[src/b64e_pkg.sv]
// b64e_pkg: shared types, constants and the alphabet lookup for the base64 encoder
// used by b64e_front, b64e_queue, b64e_back and the top level
// no dependencies

package b64e_pkg;

   localparam int unsigned QueueDepth = 2;
   localparam logic [7:0]  PadChar    = 8'h3D;

   // one complete or final partial group, as handed from front to back
   typedef struct packed {
      logic [23:0] word;
      logic [1:0]  nbytes;   // bytes present in the group, 1 to 3
      logic        last;
   } group_type;

   typedef struct packed {
      logic full;
      logic empty;
   } q_stat_type;

   // standard alphabet: A-Z a-z 0-9 + /
   function automatic logic [7:0] b64_char(input logic [5:0] v);
      logic [7:0] c;
      begin
         if (v < 6'd26) begin
            c = 8'h41 + {2'b00, v};
         end else if (v < 6'd52) begin
            c = 8'h61 + {2'b00, v} - 8'd26;
         end else if (v < 6'd62) begin
            c = 8'h30 + {2'b00, v} - 8'd52;
         end else if (v == 6'd62) begin
            c = 8'h2B;
         end else begin
            c = 8'h2F;
         end
         return c;
      end
   endfunction

endpackage

[src/base64_stream_encoder_top.sv]
// Streaming base64 encoder (standard alphabet, '=' padding). Bytes go in one
// per item with a flag on the final byte; each completed or final group comes
// out as four character items, the fourth marked group_end and, for the last
// group, message_end. The input side takes a byte every cycle while the
// two-entry group queue has room; the output side sends one character per
// cycle while the queue holds a group and rsp_stall is low. The byte that
// closes a group is written into the group queue, and its first character
// is then registered in the output stage.
// Depends on b64e_pkg, b64e_front, b64e_queue and b64e_back.

module base64_stream_encoder_top import b64e_pkg::*; (
   input  logic       clock,
   input  logic       reset,
   input  logic       req_valid,
   output logic       req_stall,
   input  logic [7:0] req_data_byte,
   input  logic       req_end_of_message,
   output logic       rsp_valid,
   input  logic       rsp_stall,
   output logic [7:0] rsp_char_out,
   output logic       rsp_group_end,
   output logic       rsp_message_end
);

   q_stat_type q_stat;
   group_type  grp;
   group_type  head;
   logic       grp_push;
   logic       grp_pop;

   b64e_front u_front (
      .clock              (clock),
      .reset              (reset),
      .req_valid          (req_valid),
      .req_stall          (req_stall),
      .req_data_byte      (req_data_byte),
      .req_end_of_message (req_end_of_message),
      .q_stat             (q_stat),
      .grp_push           (grp_push),
      .grp_out            (grp)
   );

   b64e_queue u_queue (
      .clock     (clock),
      .reset     (reset),
      .push      (grp_push),
      .push_data (grp),
      .pop       (grp_pop),
      .head      (head),
      .q_stat    (q_stat)
   );

   b64e_back u_back (
      .clock           (clock),
      .reset           (reset),
      .head            (head),
      .q_stat          (q_stat),
      .pop             (grp_pop),
      .rsp_valid       (rsp_valid),
      .rsp_stall       (rsp_stall),
      .rsp_char_out    (rsp_char_out),
      .rsp_group_end   (rsp_group_end),
      .rsp_message_end (rsp_message_end)
   );

   // message end only ever closes a group
   a_mend_on_gend: assert property (@(posedge clock) disable iff (reset)
      rsp_valid && rsp_message_end |-> rsp_group_end)
      else $error("message_end without group_end");

   // front never pushes into a full queue
   a_no_overflow: assert property (@(posedge clock) disable iff (reset)
      !(grp_push && q_stat.full))
      else $error("group pushed into full queue");

   // a pad before the group end is followed by another pad
   a_pad_run: assert property (@(posedge clock) disable iff (reset)
      rsp_valid && (rsp_char_out == PadChar) && !rsp_group_end
      |=> rsp_valid && (rsp_char_out == PadChar))
      else $error("pad not followed by pad");

   // a pop only happens on an empty-free queue
   a_no_underflow: assert property (@(posedge clock) disable iff (reset)
      grp_pop |-> !q_stat.empty)
      else $error("pop from empty queue");

endmodule

[src/b64e_front.sv]
// b64e_front: takes message bytes, collects them into 3-byte groups
// and pushes complete or final groups to the group queue; uses b64e_pkg

module b64e_front import b64e_pkg::*; (
   input  logic       clock,
   input  logic       reset,
   input  logic       req_valid,
   output logic       req_stall,
   input  logic [7:0] req_data_byte,
   input  logic       req_end_of_message,
   input  q_stat_type q_stat,
   output logic       grp_push,
   output group_type  grp_out
);

   logic [7:0] first_held_ff, first_held_in;
   logic [7:0] second_held_ff, second_held_in;
   logic [1:0] fill_ff, fill_in;
   logic [1:0] cnt;
   logic       accept;
   logic       hold;

   always_comb begin
      req_stall      = q_stat.full;
      accept         = req_valid && !req_stall;
      cnt            = (fill_ff == 2'd3) ? 2'd2 : fill_ff;
      hold           = (cnt < 2'd2) && !req_end_of_message;
      grp_push       = accept && !hold;
      first_held_in  = first_held_ff;
      second_held_in = second_held_ff;
      fill_in        = fill_ff;
      grp_out.nbytes = cnt + 2'd1;
      grp_out.last   = req_end_of_message;
      case (cnt)
         2'd0: grp_out.word = {req_data_byte, 16'h0000};
         2'd1: grp_out.word = {first_held_ff, req_data_byte, 8'h00};
         default: grp_out.word = {first_held_ff, second_held_ff, req_data_byte};
      endcase
      if (accept) begin
         if (hold) begin
            if (cnt == 2'd0) begin
               first_held_in = req_data_byte;
            end else begin
               second_held_in = req_data_byte;
            end
            fill_in = cnt + 2'd1;
         end else begin
            first_held_in  = 8'h00;
            second_held_in = 8'h00;
            fill_in        = 2'd0;
         end
      end
   end

   always_ff @(posedge clock) begin
      if (reset) begin
         first_held_ff  <= 8'h00;
         second_held_ff <= 8'h00;
         fill_ff        <= 2'd0;
      end else begin
         first_held_ff  <= first_held_in;
         second_held_ff <= second_held_in;
         fill_ff        <= fill_in;
      end
   end

endmodule

[src/b64e_queue.sv]
// b64e_queue: two-entry group queue between front and back
// uses group_type and q_stat_type from b64e_pkg

module b64e_queue import b64e_pkg::*; (
   input  logic       clock,
   input  logic       reset,
   input  logic       push,
   input  group_type  push_data,
   input  logic       pop,
   output group_type  head,
   output q_stat_type q_stat
);

   localparam int unsigned PtrW = $clog2(QueueDepth);
   localparam int unsigned CntW = $clog2(QueueDepth + 1);

   group_type         mem_ff [QueueDepth];
   logic [PtrW-1:0]   wr_ptr_ff, wr_ptr_in;
   logic [PtrW-1:0]   rd_ptr_ff, rd_ptr_in;
   logic [CntW-1:0]   cnt_ff, cnt_in;

   always_comb begin
      q_stat.full  = (cnt_ff == CntW'(QueueDepth));
      q_stat.empty = (cnt_ff == '0);
      head         = mem_ff[rd_ptr_ff];
      wr_ptr_in    = push ? wr_ptr_ff + 1'b1 : wr_ptr_ff;
      rd_ptr_in    = pop ? rd_ptr_ff + 1'b1 : rd_ptr_ff;
      cnt_in       = cnt_ff + CntW'(push) - CntW'(pop);
   end

   always_ff @(posedge clock) begin
      if (push) begin
         mem_ff[wr_ptr_ff] <= push_data;
      end
   end

   always_ff @(posedge clock) begin
      if (reset) begin
         wr_ptr_ff <= '0;
         rd_ptr_ff <= '0;
         cnt_ff    <= '0;
      end else begin
         wr_ptr_ff <= wr_ptr_in;
         rd_ptr_ff <= rd_ptr_in;
         cnt_ff    <= cnt_in;
      end
   end

endmodule

[src/b64e_back.sv]
// b64e_back: turns the group at the queue head into four characters,
// one a cycle while rsp_stall is low, into a registered output stage; uses b64e_pkg

module b64e_back import b64e_pkg::*; (
   input  logic       clock,
   input  logic       reset,
   input  group_type  head,
   input  q_stat_type q_stat,
   output logic       pop,
   output logic       rsp_valid,
   input  logic       rsp_stall,
   output logic [7:0] rsp_char_out,
   output logic       rsp_group_end,
   output logic       rsp_message_end
);

   logic [1:0] idx_ff, idx_in;
   logic       valid_ff, valid_in;
   logic [7:0] char_ff, char_in;
   logic       gend_ff, gend_in;
   logic       mend_ff, mend_in;
   logic       load;
   logic [5:0] slice;
   logic       pad;

   always_comb begin
      load = !q_stat.empty && (!valid_ff || !rsp_stall);
      pop  = load && (idx_ff == 2'd3);
      case (idx_ff)
         2'd0: slice = head.word[23:18];
         2'd1: slice = head.word[17:12];
         2'd2: slice = head.word[11:6];
         default: slice = head.word[5:0];
      endcase
      // third char pads for a lone byte, fourth for anything short of three
      pad = ((idx_ff == 2'd2) && (head.nbytes < 2'd2)) ||
            ((idx_ff == 2'd3) && (head.nbytes < 2'd3));
      idx_in   = idx_ff;
      valid_in = valid_ff;
      char_in  = char_ff;
      gend_in  = gend_ff;
      mend_in  = mend_ff;
      if (load) begin
         idx_in   = idx_ff + 2'd1;
         valid_in = 1'b1;
         char_in  = pad ? PadChar : b64_char(slice);
         gend_in  = (idx_ff == 2'd3);
         mend_in  = (idx_ff == 2'd3) && head.last;
      end else if (!rsp_stall) begin
         valid_in = 1'b0;
      end
   end

   always_ff @(posedge clock) begin
      if (reset) begin
         idx_ff   <= 2'd0;
         valid_ff <= 1'b0;
      end else begin
         idx_ff   <= idx_in;
         valid_ff <= valid_in;
      end
   end

   always_ff @(posedge clock) begin
      char_ff <= char_in;
      gend_ff <= gend_in;
      mend_ff <= mend_in;
   end

   assign rsp_valid       = valid_ff;
   assign rsp_char_out    = char_ff;
   assign rsp_group_end   = gend_ff;
   assign rsp_message_end = mend_ff;

endmodule
[config.mk]
export PLATFORM = sky130hd
export DESIGN_NAME = base64_stream_encoder_top
export DESIGN_NICKNAME = d
export VERILOG_FILES = /design/src/b64e_pkg.sv /design/src/base64_stream_encoder_top.sv /design/src/b64e_front.sv /design/src/b64e_queue.sv /design/src/b64e_back.sv
export SDC_FILE = /design/constraint.sdc
export NUM_CORES = 1
export LEC_CHECK = 0
export BUFFER_PORTS_ARGS = -buffer_cell sky130_fd_sc_hd__clkbuf_2
export CORE_MARGIN = 2
export CORE_UTILIZATION = 65
export CTS_BUF_LIST = sky130_fd_sc_hd__clkbuf_8
export DETAILED_ROUTE_END_ITERATION = 8
export PLACE_DENSITY = 0.84
export RECOVER_POWER = 25
export SLEW_MARGIN = 25
export SYNTH_ARGS = -nofsm -noshare
export SYNTH_HDL_FRONTEND = slang
export SYNTH_HIERARCHICAL = 1
export SYNTH_SLANG_ARGS = --single-unit
[constraint.sdc]
create_clock -name clock -period 6.42 [get_ports clock]
set_input_delay 0.321 -clock clock [delete_from_list [all_inputs] [get_ports clock]]
set_output_delay 0.321 -clock clock [all_outputs]
set_load 0.03 [all_outputs]
After elaboration in Yosys (flattened, before gate mapping)
Memory sizes are Yosys's and may differ from the RTL's. A register that Yosys moved wholly into a read port is not among the register bits.
Index checks and enable logic that the tools add are counted.

word-level totals
  register bits = 35
  RAM bits = 54
  input bits = 13
  output and inout bits = 12
  logic and storage cells = 78
  memories kept = 1

cells by class
  add/subtract/negate cells = 11
  $lt $le $gt $ge = 6
  equality and inequality tests = 10
  muxes and demuxes = 18
  reductions and logical operators = 21

memory list
  memory          depth  bits a word  rd ports  clocked after Yosys merged registers in  wr ports  RTL line          RTL
  u_queue.mem_ff  2      27           1         1                                        1         b64e_queue.sv:17  group_type mem_ff [QueueDepth];

operators by type and width
  cell                   number
  $mux W8                7
  $pmux W24 S2           1
  $pmux W6 S3            1
  $add A7 B6 Y8 const A  2
  $lt A6 B6 Y1 const B   2
  $eq A2 B2 Y1 const B   4
  $logic_and A1 B1 Y1    8
  $sub A8 B5 Y8 const B  1
  $sub A8 B6 Y8 const B  1
  $add A6 B6 Y7 const A  1
  $eq A6 B6 Y1 const B   1
  $logic_not A1 Y1       6
  $logic_not A2 Y1       3
  $lt A2 B2 Y1 const B   3
  $lt A6 B5 Y1 const B   1
  $mux W1                6
  $add A2 B1 Y2 const B  2
  $eq A2 B1 Y1 const B   2
  $mux W2                2
  $ne A2 B2 Y1 const B   2
  $reduce_and A2 Y1      2
  $mux W3                1
  $add A1 B1 Y1 const B  2
  $add A2 B1 Y2          1
  other kinds (3)        4

Depth between registers and ports, before layout
Gate-level depths: netlist of the first run.

  depth after elaboration = 8
  gate-level depth with buffers = 10
  mapped depth without buffers = 9

Hierarchy
Netlist of the first run, hierarchy kept.

modules (own cells, without submodules)
  module      times used  cells each  area each (sq um)  seq. area each (sq um)
  b64e_queue  1           105         2268.4             1721.7
  b64e_back   1           110         1058.5             360.3
  b64e_front  1           120         1036.0             360.3

Worst setup path before layout of the first run
OpenSTA, ideal clock, no wires.

  path kind = register -> register
  start = reg u_front.fill_ff[1]
  end = mem u_queue/mem_ff[0][0] (netlist name) (enable)
  setup time = 0.414 ns
  data arrival time = 2.427 ns
  data required time = 6.006 ns
  setup slack = 3.579 ns
  cell stages (with the launch flop) = 6
  path buffers = 2
  clock period less this slack = 2.841 ns
  cells stage by stage = dfxtp_1 -> buf_1 -> clkbuf_1 -> nor2_1 -> nor2_1 -> nor2b_1

on the way
  longest elaborated chain between the ends = 8

ends and longest elaborated chain
  what                               RTL line                         RTL
  start, declared                    b64e_front.sv:18                 logic [1:0] fill_ff, fill_in;
  start signal, assigned             b64e_front.sv:63                 fill_ff <= fill_in;
  $eq A2 B2 Y1                       b64e_front.sv:26                 cnt = (fill_ff == 2'd3) ? 2'd2 : fill_ff;
  $mux W2 (*)                        b64e_front.sv:26
  $lt A2 B2 Y1 (*)                   b64e_front.sv:27                 hold = (cnt < 2'd2) && !req_end_of_message;
  $logic_and A1 B1 Y1 (*)            b64e_front.sv:27
  $logic_not A1 Y1 (*)               b64e_front.sv:28                 grp_push = accept && !hold;
  $logic_and A1 B1 Y1 (*)            b64e_front.sv:28
  net grp_push                       base64_stream_encoder_top.sv:28  logic grp_push;
  $mux W1 (*)                        b64e_queue.sv:32                 if (push) begin
  $mux W1 (implied by the code) (*)  b64e_queue.sv:33                 mem_ff[wr_ptr_ff] <= push_data;
  end, declared                      b64e_queue.sv:17

Mark *: on every way through the listed nets, which the timed path passes. The rest lies on a longest branch.

==> out/metrics.yaml, run 1 <==
clocking:
  htreeDepth: 3
  cts_tree: "yes"
  postCtsHoldBufs: 0
  cts_setup_buffers: 0
  insertion_delay_ns: 0.36
  cts_sinks: 90
  cts_resized: 0
  clk_pin_slew_worst_paths_ns: 0.09
  clock-root-buffer: "clkbuf_8"
  cts-buffers-inserted: 9
  clk_path_buf_depth: 2
layout:
  drive_gt1_share_pct: 25.83
  syn_to_final_growth_pct: 7.657
  mostFrequentLayoutCells: "edfxtp_1 (64), dfxtp_1 (26), mux2_4 (22)"
  layout.nets: 376
  final_util_pct: 73.13
  layout_commonest_cell: "edfxtp_1"
  antenna_cells: 0
  stdcell_count: 437
floorplan:
  die_h_um: 85.93
  dieWidth_um: 85.93
  core-area_um2: 6422
  dieArea_um2: 7384
  io_pins: 25
  initial_utilization_pct: 67.93
  num_rows: 29
yosys:
  yosys_warnings: 6
  synth_seq_cells: 90
  synth_cell_type_count: 57
  synth-edff-count: 64
  ys_async_sr_fraction_pct: 0
  syn-num-nets: 356
  syn_area_per_cell_um2: 13.02
  ys_seq_area_share_pct: 55.98
  synth-main-ff-cell: "edfxtp_1"
  syn_area_um2: 4363
  syn_inst: 335
power:
  cellPowerDensity_nw_per_um2: 307.3
  switchingPower_uw: 398.0
  ir_drop_v: 0.0001638
  switching_share_pct: 27.58
  total_power_mw: 1.443
  total_leakage_power_nw: 1.708
  internal_power_mw: 1.045
  p_seq_share_pct: 47.5
  combPwrFrac_pct: 20.4
  p_clk_share_pct: 32.1
sta:
  slew-limit-headroom_pct: 41.95
  timing.fmax_ghz: 0.3533
  hold_viol: 0
  rsz0062_at_grt: "false"
  setup-tns-final_ns: 0
  skew_ns: 0.01152
  worst_pin_slew_ns: 0.8641
  post-route-period-util_pct: 44.09
  setup_viol: 0
  slew_viol_final: 0
  fin_crit_ns: 2.831
outcome:
  outcome: "complete, no violations"
global_route:
  groute.usage.overall_pct: 23.34
  gr-total-overflow: 0
  antenna_found_initial: 0
  grt_pass1_wl_mm: 13.01
  grt_max_degree: 28
  grt_pass1_vias: 2605
critical_path:
  start_kind: "flip-flop"
  worst_path_dominant_cell_family: "compound AO/OA/AOI/OAI gates"
  worstPathArrival_ns: 3.04
  cp_slowest_cell: "a222oi_1"
  worstPathRequired_ns: 6.62
  critical_path.cell_chain: "buf_4 -> mux2_4 -> a222oi_1 -> mux2i_2 -> o211ai_2 -> mux2_4 -> a211oi_2"
  end_kind: "flip-flop"
  worstSetupPathType: "reg2reg"
  slowest_delay_ns: 0.46
  crit_buf_inv: 1
  crit_top_cell: "mux2_4"
  crit_fanout: 27
worst_hold_path:
  hp-class: "in2reg"
  hp-start: "rsp_stall"
detailed_routing:
  wl_mm: 8.149
  wire_per_inst_um: 18.65
  viasPerCell: 6.334
  drtAntennaViolNets: 0
  drtIter0Drc: 220
  via_count: 2768
  drc: 0
  drt_first_pass_iters: 5
placed_design:
  dp.cells: 421
  hpwl_mm: 5.422
  io_buffers: 24
  place_congestion: 0.8450
run:
  cap_violations: 0
## power by group through the flow
stage / logic [mW] / registers [mW] / clock network (mW)
floorplan: 0.206 / 0.717 / 0
global placement: 0.278 / 0.697 / 0
detailed placement: 0.289 / 0.698 / 0
CTS: 0.292 / 0.685 / 0.470
global route: 0.317 / 0.689 / 0.488
finish: 0.295 / 0.685 / 0.464
## cell usage after synthesis, types with 2 or more instances
library cell / number / area share (%)
xnor2_1: 5 / 1.0
a211oi_2: 2 / 0.57
a22oi_1: 4 / 0.69
a21oi_1: 18 / 2.1
mux2_2: 17 / 4.4
edfxtp_1: 64 / 44
ha_1: 8 / 2.3
nand3_1: 10 / 1.1
nor2_1: 14 / 1.2
nand4_1: 9 / 1.3
nor3_1: 5 / 0.57
nand2b_1: 9 / 1.3
buf_12: 2 / 0.92
nor2b_1: 5 / 0.72
buf_1: 2 / 0.17
clkbuf_1: 4 / 0.34
inv_1: 14 / 1.2
buf_6: 4 / 1.0
a31oi_1: 3 / 0.43
a32oi_1: 2 / 0.40
o21ai_2: 6 / 1.2
a222oi_1: 3 / 0.69
buf_4: 2 / 0.34
o21ai_1: 3 / 0.34
and2_2: 2 / 0.34
a22oi_2: 2 / 0.57
a311oi_1: 2 / 0.40
buf_2: 4 / 0.46
dfxtp_1: 26 / 12
nand2_1: 6 / 0.52
and2_1: 11 / 1.6
o21ai_0: 11 / 1.3
a22o_1: 11 / 2.2
mux2_4: 22 / 7.6
## metrics by stage
step	setup slack (ns)	area [um^2]	hold WS, ns
global placement	3.749	4464	0.4546
CTS	3.644	4712	0.1980
detailed placement	3.664	4464	0.4554
floorplan	3.579	4363	0.3901
finish	3.589	4697	0.2102
global route	3.444	4697	0.2076
## flip-flops by register name, summed over array words and instances, names as in the netlist, named ones only
signal,count
u_queue/mem_ff,54
u_back/rsp_char_out,8
u_front/first_held_ff,8
u_front/second_held_ff,8
u_back/idx_ff,2
u_front/fill_ff,2
u_queue/cnt_ff,2
u_back/rsp_group_end,1
u_back/rsp_message_end,1
u_back/rsp_valid,1
u_queue/rd_ptr_ff,1
u_queue/wr_ptr_ff,1
## cells by family (layout without fill, tap and decap cells)
logic type / after synthesis / count (layout) / synth area share (%)
other: 1 / 1 / 0.08595
XOR/XNOR: 6 / 6 / 1.520
adder cells (fa/ha/maj): 9 / 9 / 2.524
flip-flops: 90 / 90 / 55.98
AND/OR/NAND/NOR: 79 / 79 / 10.32
buffers and inverters: 34 / 59 / 4.674
AO/OA/AOI/OAI: 76 / 76 / 12.62
multiplexers: 40 / 40 / 12.27
## routing by layer
metal	GRT usage (%)	part of all wire [%]
met1	29.57	43
met2	38.62	51
met3	3.561	4.9
met4	12.55	1.8
met5	0	0
## final cells by class
cell class                      count  area [um^2]
Clock inverter                      7        123.9
Sequential cell                    90         2442
Inverter                           15        56.30
Clock buffer                        9        123.9
Tap cell                           77        96.34
Multi-Input combinational cell    211         1722
Timing Repair Buffer               28        132.6
Fill cell                         405         1725
## worst reg2reg max path, stage by stage (launching register included)
cell	delay [ns]
dfxtp_1	0.32
buf_4	0.39
mux2_4	0.36
a222oi_1	0.46
mux2i_2	0.28
o211ai_2	0.33
mux2_4	0.34
a211oi_2	0.21
## path summary, 6_finish.rpt
check	slack [ns]	to	cells past startpoint
worst min register to register	0.47	u_front/first_held_ff[6]$_SDFFE_PP0P_	2
worst max-delay path	3.59	u_back/rsp_char_out[1]$_SDFFCE_PP0P_	7
worst min-delay path	0.21	u_back/rsp_valid$_SDFFE_PP0P_	3
worst max register to register	3.59	u_back/rsp_char_out[1]$_SDFFCE_PP0P_	7
Power figures use the tool's default switching activity.
==> run 2: changes to the inputs <==
ABC_AREA = 1   (was unset)
CORE_UTILIZATION = 57   (was 65)
PLACE_DENSITY = 0.78   (was 0.84)
clock period = 2.6 ns   (was 6.42 ns; I/O delays follow)
==> out/metrics.yaml, run 2 <==
outcome:
  outcome: "complete, no violations"  # unchanged
sta:
  rsz0062_at_grt: "false"  # unchanged
  timing.fmax_ghz: 0.4519  # was 0.3533 GHz
  setup-tns-final_ns: 0  # unchanged
  post-route-period-util_pct: 85.11  # was 44.09%
  skew_ns: 0.01077  # was 0.01152 ns
  hold_viol: 0  # unchanged
  worst_pin_slew_ns: 0.6061  # was 0.8641 ns
  slew-limit-headroom_pct: 59.59  # was 41.95%
  setup_viol: 0  # unchanged
  fin_crit_ns: 2.213  # was 2.831 ns
  slew_viol_final: 0  # unchanged
  setup_slack_ns: 0.3871  # was 3.589 ns
placed_design:
  dp_slack_ns: 0.3929  # was 3.664 ns
  place_congestion: 0.9462  # was 0.8450
  hpwl_mm: 5.903  # was 5.422 mm
  io_buffers: 24  # unchanged
  dp.cells: 571  # was 421
clocking:
  postCtsHoldBufs: 2  # was 0
  clk_pin_slew_worst_paths_ns: 0.09  # about the same
  insertion_delay_ns: 0.36  # about the same
  cts_setup_buffers: 0  # unchanged
  cts_sinks: 90  # unchanged
  cts_resized: 0  # unchanged
  cts_tree: "yes"  # unchanged
  clock-root-buffer: "clkbuf_8"  # unchanged
  htreeDepth: 3  # unchanged
  cts-buffers-inserted: 9  # unchanged
  clk_path_buf_depth: 2  # unchanged
critical_path:
  worst_path_dominant_cell_family: "simple AND/OR/NAND/NOR gates"  # was compound AO/OA/AOI/OAI gates
  end_kind: "flip-flop"  # unchanged
  rr_endpoint: "u_back/rsp_char_out[4]$_SDFFCE_PP1P_"  # was u_back/rsp_char_out[1]$_SDFFCE_PP0P_
  crit_top_cell: "nand2_1"  # was mux2_4
  critical_path.cell_chain: "buf_12 -> mux2_2 -> nand2_1 -> nand2_1 -> o21ai_4 -> ha_1 -> nand3_1 -> nand2_1 -> nand2_1 -> nand3_1 -> nand3_1 -> nand2_1 -> inv_1"  # was buf_4 -> mux2_4 -> a222oi_1 -> mux2i_2 -> o211ai_2 -> mux2_4 -> a211oi_2
  crit_path_end: "u_back/rsp_char_out[4]$_SDFFCE_PP1P_"  # was u_back/rsp_char_out[1]$_SDFFCE_PP0P_
  crit_buf_inv: 2  # was 1
  worstSetupPathType: "reg2reg"  # unchanged
  crit_fanout: 27  # unchanged
  reg2reg_slack_ns: 0.39  # was 3.59 ns
  reg2reg_depth: 13  # was 7
  cp_slowest_cell: "dfxtp_1"  # was a222oi_1
  path_depth: 13  # was 7
  worstPathRequired_ns: 2.72  # was 6.62 ns
  slowest_delay_ns: 0.37  # was 0.46 ns
  start_kind: "flip-flop"  # unchanged
  worstPathArrival_ns: 2.34  # was 3.04 ns
floorplan:
  dieWidth_um: 92.12  # was 85.93 um
  dieArea_um2: 8485  # was 7384 um^2
  initial_utilization_pct: 58.17  # was 67.93%
  num_rows: 32  # was 29
  die_h_um: 92.12  # was 85.93 um
  core-area_um2: 7607  # was 6422 um^2
  io_pins: 25  # unchanged
layout:
  layout.nets: 503  # was 376
  syn_to_final_growth_pct: 9.980  # was 7.657%
  layout_commonest_cell: "nand2_1"  # was edfxtp_1
  regMostFlops: "u_queue/mem_ff"  # unchanged
  stdcell_count: 589  # was 437
  antenna_cells: 0  # unchanged
  mostFrequentLayoutCells: "nand2_1 (108), edfxtp_1 (64), nor2_1 (57)"  # was edfxtp_1 (64), dfxtp_1 (26), mux2_4 (22)
  drive_gt1_share_pct: 18.07  # was 25.83%
  largest_reg_flops: 54  # unchanged
  fill_cells: 630  # was 405
detailed_routing:
  via_count: 3001  # was 2,768
  wire_per_inst_um: 13.76  # was 18.65 um
  drc: 0  # unchanged
  drtAntennaViolNets: 0  # unchanged
  drt_first_pass_iters: 5  # unchanged
  wl_mm: 8.105  # was 8.149 mm
  drtIter0Drc: 152  # was 220
  viasPerCell: 5.095  # was 6.334
power:
  ir_drop_v: 0.0003384  # was 0.0001638 V
  total_leakage_power_nw: 2.131  # was 1.708 nW
  cellPowerDensity_nw_per_um2: 742.8  # was 307.3 nW/um^2
yosys:
  synth_cell_type_count: 37  # was 57
  synth_seq_cells: 90  # unchanged
  yosys_warnings: 6  # unchanged
  synth_mux_area_share_pct: 8.567  # was 12.27%
  syn_area_per_cell_um2: 9.878  # was 13.02 um^2
  ys_async_sr_fraction_pct: 0  # unchanged
  synth_xor_area_share_pct: 0.3958  # was 1.520%
  yosysTopAreaCellShare_pct: 43.43  # was 44.05%
  synthTopCellsByArea: "edfxtp_1 (43%), dfxtp_1 (12%), nand2_1 (9.2%)"  # was edfxtp_1 (44%), dfxtp_1 (12%), mux2_4 (7.6%)
  synthTopCellsByCount: "nand2_1 (108), edfxtp_1 (64), nor2_1 (58), inv_1 (54), nand3_1 (27)"  # was edfxtp_1 (64), dfxtp_1 (26), mux2_4 (22), a21oi_1 (18), mux2_2 (17)
  syn_area_um2: 4425  # was 4363 um^2
  synth.most_common_cell: "nand2_1"  # was edfxtp_1
  syn_inst: 448  # was 335
  syn-num-nets: 469  # was 356
  synthAdderAreaFrac_pct: 2.262  # was 2.524%
  synth-edff-count: 64  # unchanged
  synthSimpleGateAreaFrac_pct: 20.53  # was 10.32%
  synth_top_family_by_area: "simple AND/OR/NAND/NOR gates"  # was compound AO/OA/AOI/OAI gates
  ys_seq_area_share_pct: 55.19  # was 55.98%
  yosysTopAreaCell: "edfxtp_1"  # unchanged
  synth-main-ff-cell: "edfxtp_1"  # unchanged
  synth_compound_area_share_pct: 5.598  # was 12.62%
global_route:
  gr-total-overflow: 0  # unchanged
  groute.usage.overall_pct: 20.78  # was 23.34%
  antenna_found_initial: 0  # unchanged
  grt_max_degree: 29  # was 28
  grt_pass1_wl_mm: 13.66  # was 13.01 mm
  grt_pass1_vias: 2885  # was 2,605
worst_hold_path:
  hp-class: "in2reg"  # unchanged
run:
  cap_violations: 0  # unchanged
run 2: cell types whose count changed in the layout (fill, tap and decap cells not counted), moves of 9 or more:
cell	previous run	this run
nand2b_1	9	0
a21oi_1	18	7
nand4_1	9	0
mux2_2	17	7
nor2_1	14	57
inv_1	14	55
nand3_1	10	27
nand2_1	6	108
a22o_1	11	0
run 2: worst min path at each step:
stage	startpoint	to	depth (start not counted)
after floorplan	reset	u_back/idx_ff[0]$_SDFFE_PP0P_	1
after global placement	req_end_of_message	u_queue/mem_ff[0][0]$_DFFE_PP_	1
after detailed placement	req_end_of_message	u_queue/mem_ff[1][0]$_DFFE_PP_	1
after CTS	reset	u_back/rsp_valid$_SDFFE_PP0P_	2
after global routing	reset	u_back/rsp_valid$_SDFFE_PP0P_	2
final	reset	u_back/rsp_valid$_SDFFE_PP0P_	2
run 2: where the power goes:
| part | internal [mW] | switching [mW] | total, mW | leakage [nW] |
|---|---|---|---|---|
| Clock | 0.548 | 0.501 | 1.05 | 0.112 |
| Combinational | 0.287 | 0.552 | 0.840 | 1.21 |
| Sequential | 1.69 | 0.0405 | 1.73 | 0.811 |
| Total | 2.52 | 1.09 | 3.62 | 2.13 |
run 2: cells by family (layout without fill, tap and decap cells):
logic type	after synthesis	after routing
and+or+nand+nor	214	214
DFF	90	90
buffers and inverters	70	109
AOI/OAI and AO/OA	36	36
muxes	27	27
adders and majority gates	8	8
xor gates and xnor gates	2	2
other	1	1
run 2: routing by layer:
layer | GRT usage (%) | wire length [um] | up-vias
met3 | 4.684 | 354 | 20
met5 | 0 | 0 | -
met2 | 35.78 | 4033 | 83
met1 | 25.48 | 3561 | 1375
li1 | - | - | 1523
met4 | 7.960 | 155 | 0
run 2: final cells by class:
cell class	instances	area, um^2	area share [%]
clock inverters	7	98.84	2.031
well taps	102	127.6	2.622
inverters	59	221.5	4.550
multi-input cells	288	1659	34.09
repair buffers	34	193.9	3.985
clock buffers	9	123.9	2.545
flip-flops and latches	90	2442	50.18
run 2: per-stage QoR:
step	hold WS, ns	area (um^2)	utilization, %	total power, mW
5_1_grt	0.07879	4867	63.98	3.811
4_1_cts	0.05092	4886	64.23	3.648
3_3_place_gp	0.3813	4643	61.04	2.577
2_1_floorplan	0.1991	4425	-	2.397
3_5_place_dp	0.3785	4643	61.04	2.600
6_report	0.07416	4867	63.98	3.615
==> run 3: changes to the inputs <==
PLACE_DENSITY = unset   (was 0.78)
PLACE_DENSITY_LB_ADDON = 0.3   (was unset)
==> out/metrics.yaml, run 3 (same netlist as run 2, synthesis figures left out) <==
detailed_routing:
  wire_per_inst_um: 13.57  # was 13.76 um
  wl_mm: 7.953  # was 8.105 mm
  drc: 0  # unchanged
  via_count: 2995  # was 3,001
  drt_first_pass_iters: 5  # unchanged
  drtIter0Drc: 185  # was 152
  viasPerCell: 5.111  # was 5.095
  drtAntennaViolNets: 0  # unchanged
power:
  ir_drop_v: 0.0003214  # was 0.0003384 V
  p_seq_share_pct: 49.8  # was 47.8%
  p_clk_share_pct: 26.4  # was 29.0%
  switchingPower_mw: 1.052  # was 1.093 mW
  cellPowerDensity_nw_per_um2: 719.8  # was 742.8 nW/um^2
  total_leakage_power_nw: 2.110  # was 2.131 nW
  internal_power_mw: 2.411  # was 2.522 mW
  combPwrFrac_pct: 23.8  # was 23.2%
  switching_share_pct: 30.38  # was 30.24%
floorplan:
  dieWidth_um: 92.12  # unchanged
  core-area_um2: 7607  # unchanged
  io_pins: 25  # unchanged
  initial_utilization_pct: 58.17  # unchanged
  die_h_um: 92.12  # unchanged
  dieArea_um2: 8485  # unchanged
  num_rows: 32  # unchanged
layout:
  fill_cells: 646  # was 630
  drive_gt1_share_pct: 18.39  # was 18.07%
  regMostFlops: "u_queue/mem_ff"  # unchanged
  antenna_cells: 0  # unchanged
  layout.nets: 500  # was 503
  largest_reg_flops: 54  # unchanged
  mostFrequentLayoutCells: "nand2_1 (108), edfxtp_1 (64), nor2_1 (57)"  # unchanged
  stdcell_count: 586  # was 589
  syn_to_final_growth_pct: 8.736  # was 9.980%
  layout_commonest_cell: "nand2_1"  # unchanged
sta:
  timing.fmax_ghz: 0.4460  # was 0.4519 GHz
  setup_viol: 0  # unchanged
  skew_ns: 0.01123  # was 0.01077 ns
  fin_crit_ns: 2.242  # was 2.213 ns
  post-route-period-util_pct: 86.24  # was 85.11%
  setup-tns-final_ns: 0  # unchanged
  worst_pin_slew_ns: 0.7155  # was 0.6061 ns
  slew-limit-headroom_pct: 52.12  # was 59.59%
  whs_ns: 0.02372  # was 0.07416 ns
  rsz0062_at_grt: "false"  # unchanged
  hold_viol: 0  # unchanged
  slew_viol_final: 0  # unchanged
global_route:
  grt_max_degree: 29  # unchanged
  groute.usage.overall_pct: 20.07  # was 20.78%
  grt_pass1_wl_mm: 13.09  # was 13.66 mm
  antenna_found_initial: 0  # unchanged
  grt_pass1_vias: 2930  # was 2,885
  gr-total-overflow: 0  # unchanged
critical_path:
  worstPathArrival_ns: 2.36  # was 2.34 ns
  crit_top_cell: "nand2_1"  # unchanged
  crit_fanout: 27  # unchanged
  worst_path_dominant_cell_family: "simple AND/OR/NAND/NOR gates"  # unchanged
  slowest_delay_ns: 0.37  # about the same
  end_kind: "flip-flop"  # unchanged
  worstPathRequired_ns: 2.72  # about the same
  worstSetupPathType: "reg2reg"  # unchanged
  cp_slowest_cell: "dfxtp_1"  # unchanged
  critical_path.cell_chain: "buf_12 -> mux2_2 -> nand2_1 -> nand2_1 -> o21ai_4 -> ha_1 -> nand3_1 -> nand2_1 -> nand2_1 -> nand3_1 -> nand3_1 -> nand2_1 -> inv_1"  # unchanged
  crit_buf_inv: 2  # unchanged
  start_kind: "flip-flop"  # unchanged
outcome:
  outcome: "complete, no violations"  # unchanged
clocking:
  cts_tree: "yes"  # unchanged
  insertion_delay_ns: 0.35  # was 0.36 ns
  postCtsHoldBufs: 0  # was 2
  htreeDepth: 3  # unchanged
  cts-buffers-inserted: 9  # unchanged
  clk_path_buf_depth: 2  # unchanged
  cts_setup_buffers: 0  # unchanged
  cts_resized: 0  # unchanged
  clock-root-buffer: "clkbuf_8"  # unchanged
  cts_sinks: 90  # unchanged
  clk_pin_slew_worst_paths_ns: 0.09  # about the same
placed_design:
  dp.cells: 570  # was 571
  io_buffers: 24  # unchanged
  hpwl_mm: 5.856  # was 5.903 mm
  place_congestion: 0.9076  # was 0.9462
worst_hold_path:
  hp-class: "in2reg"  # unchanged
run:
  cap_violations: 0  # unchanged
==> run 3: changes by cell type in the layout (fill, tap and decap cells not counted) <==
cell,change
clkinv_1,-1
clkinvlp_4,+1
bufinv_16,-1
buf_4,-1
clkbuf_1,-1
clkbuf_2,+1
dlygate4sd3_1,-2
inv_4,+1
clkinv_2,+1
inv_2,+1
inv_6,-2
==> run 3: power groups by stage <==
stage / registers [mW] / clock network, mW / logic [mW]
floorplan: 1.81 / 0 / 0.583
global placement: 1.75 / 0 / 0.820
detailed placement: 1.76 / 0 / 0.832
CTS: 1.73 / 0.931 / 0.837
global route: 1.74 / 0.984 / 0.934
finish: 1.73 / 0.913 / 0.825
==> run 3: path summary, 6_finish.rpt <==
path	start	endpoint	slack, ns	cells after the start
worst max-delay path	flip-flop	u_back/rsp_char_out[4]$_SDFFCE_PP1P_	0.36	13
worst min-delay path	rsp_stall	u_back/rsp_valid$_SDFFE_PP0P_	0.02	3
worst max register to register	flip-flop	u_back/rsp_char_out[4]$_SDFFCE_PP1P_	0.36	13
worst min register to register	u_back/rsp_valid$_SDFFE_PP0P_	u_back/rsp_valid$_SDFFE_PP0P_	0.48	2
==> run 3: layer usage <==
metal | global-route usage [%] | vias to the layer above | share of wire (%)
met3 | 3.780 | 19 | 4.1
met1 | 23.25 | 1388 | 43
met5 | 0 | - | 0
met4 | 9.080 | 0 | 2.5
li1 | - | 1513 | -
met2 | 35.97 | 75 | 50
==> run 3: layout make-up <==
class	count	area, um^2	share of cell area (%)
sequential	90	2442	50.75
multi-input combinational	288	1659	34.48
inverter	59	221.5	4.602
timing repair buffer	31	167.7	3.484
tap	102	127.6	2.652
clock buffer	9	123.9	2.574
clock inverter	7	70.07	1.456
==> run 3: worst reg2reg max path, delay by kind of cell (launching register included) <==
| kind | cells | cell delay [ns] |
|---|---|---|
| muxes | 1 | 0.37 |
| DFF | 1 | 0.37 |
| and+or+nand+nor | 8 | 0.60 |
| buffers and inverters | 2 | 0.26 |
| adders and majority gates | 1 | 0.19 |
| AOI/OAI and AO/OA | 1 | 0.22 |
==> run 3: metrics by stage <==
step	cell area, um^2	power, mW	worst slack (ns)	utilization, %
2_1_floorplan	4425	2.397	0.1092	-
3_3_place_gp	4636	2.574	0.4214	60.94
5_1_grt	4812	3.654	0.1668	63.26
3_5_place_dp	4636	2.592	0.3568	60.94
6_report	4812	3.464	0.3576	63.26
4_1_cts	4830	3.494	0.3419	63.49
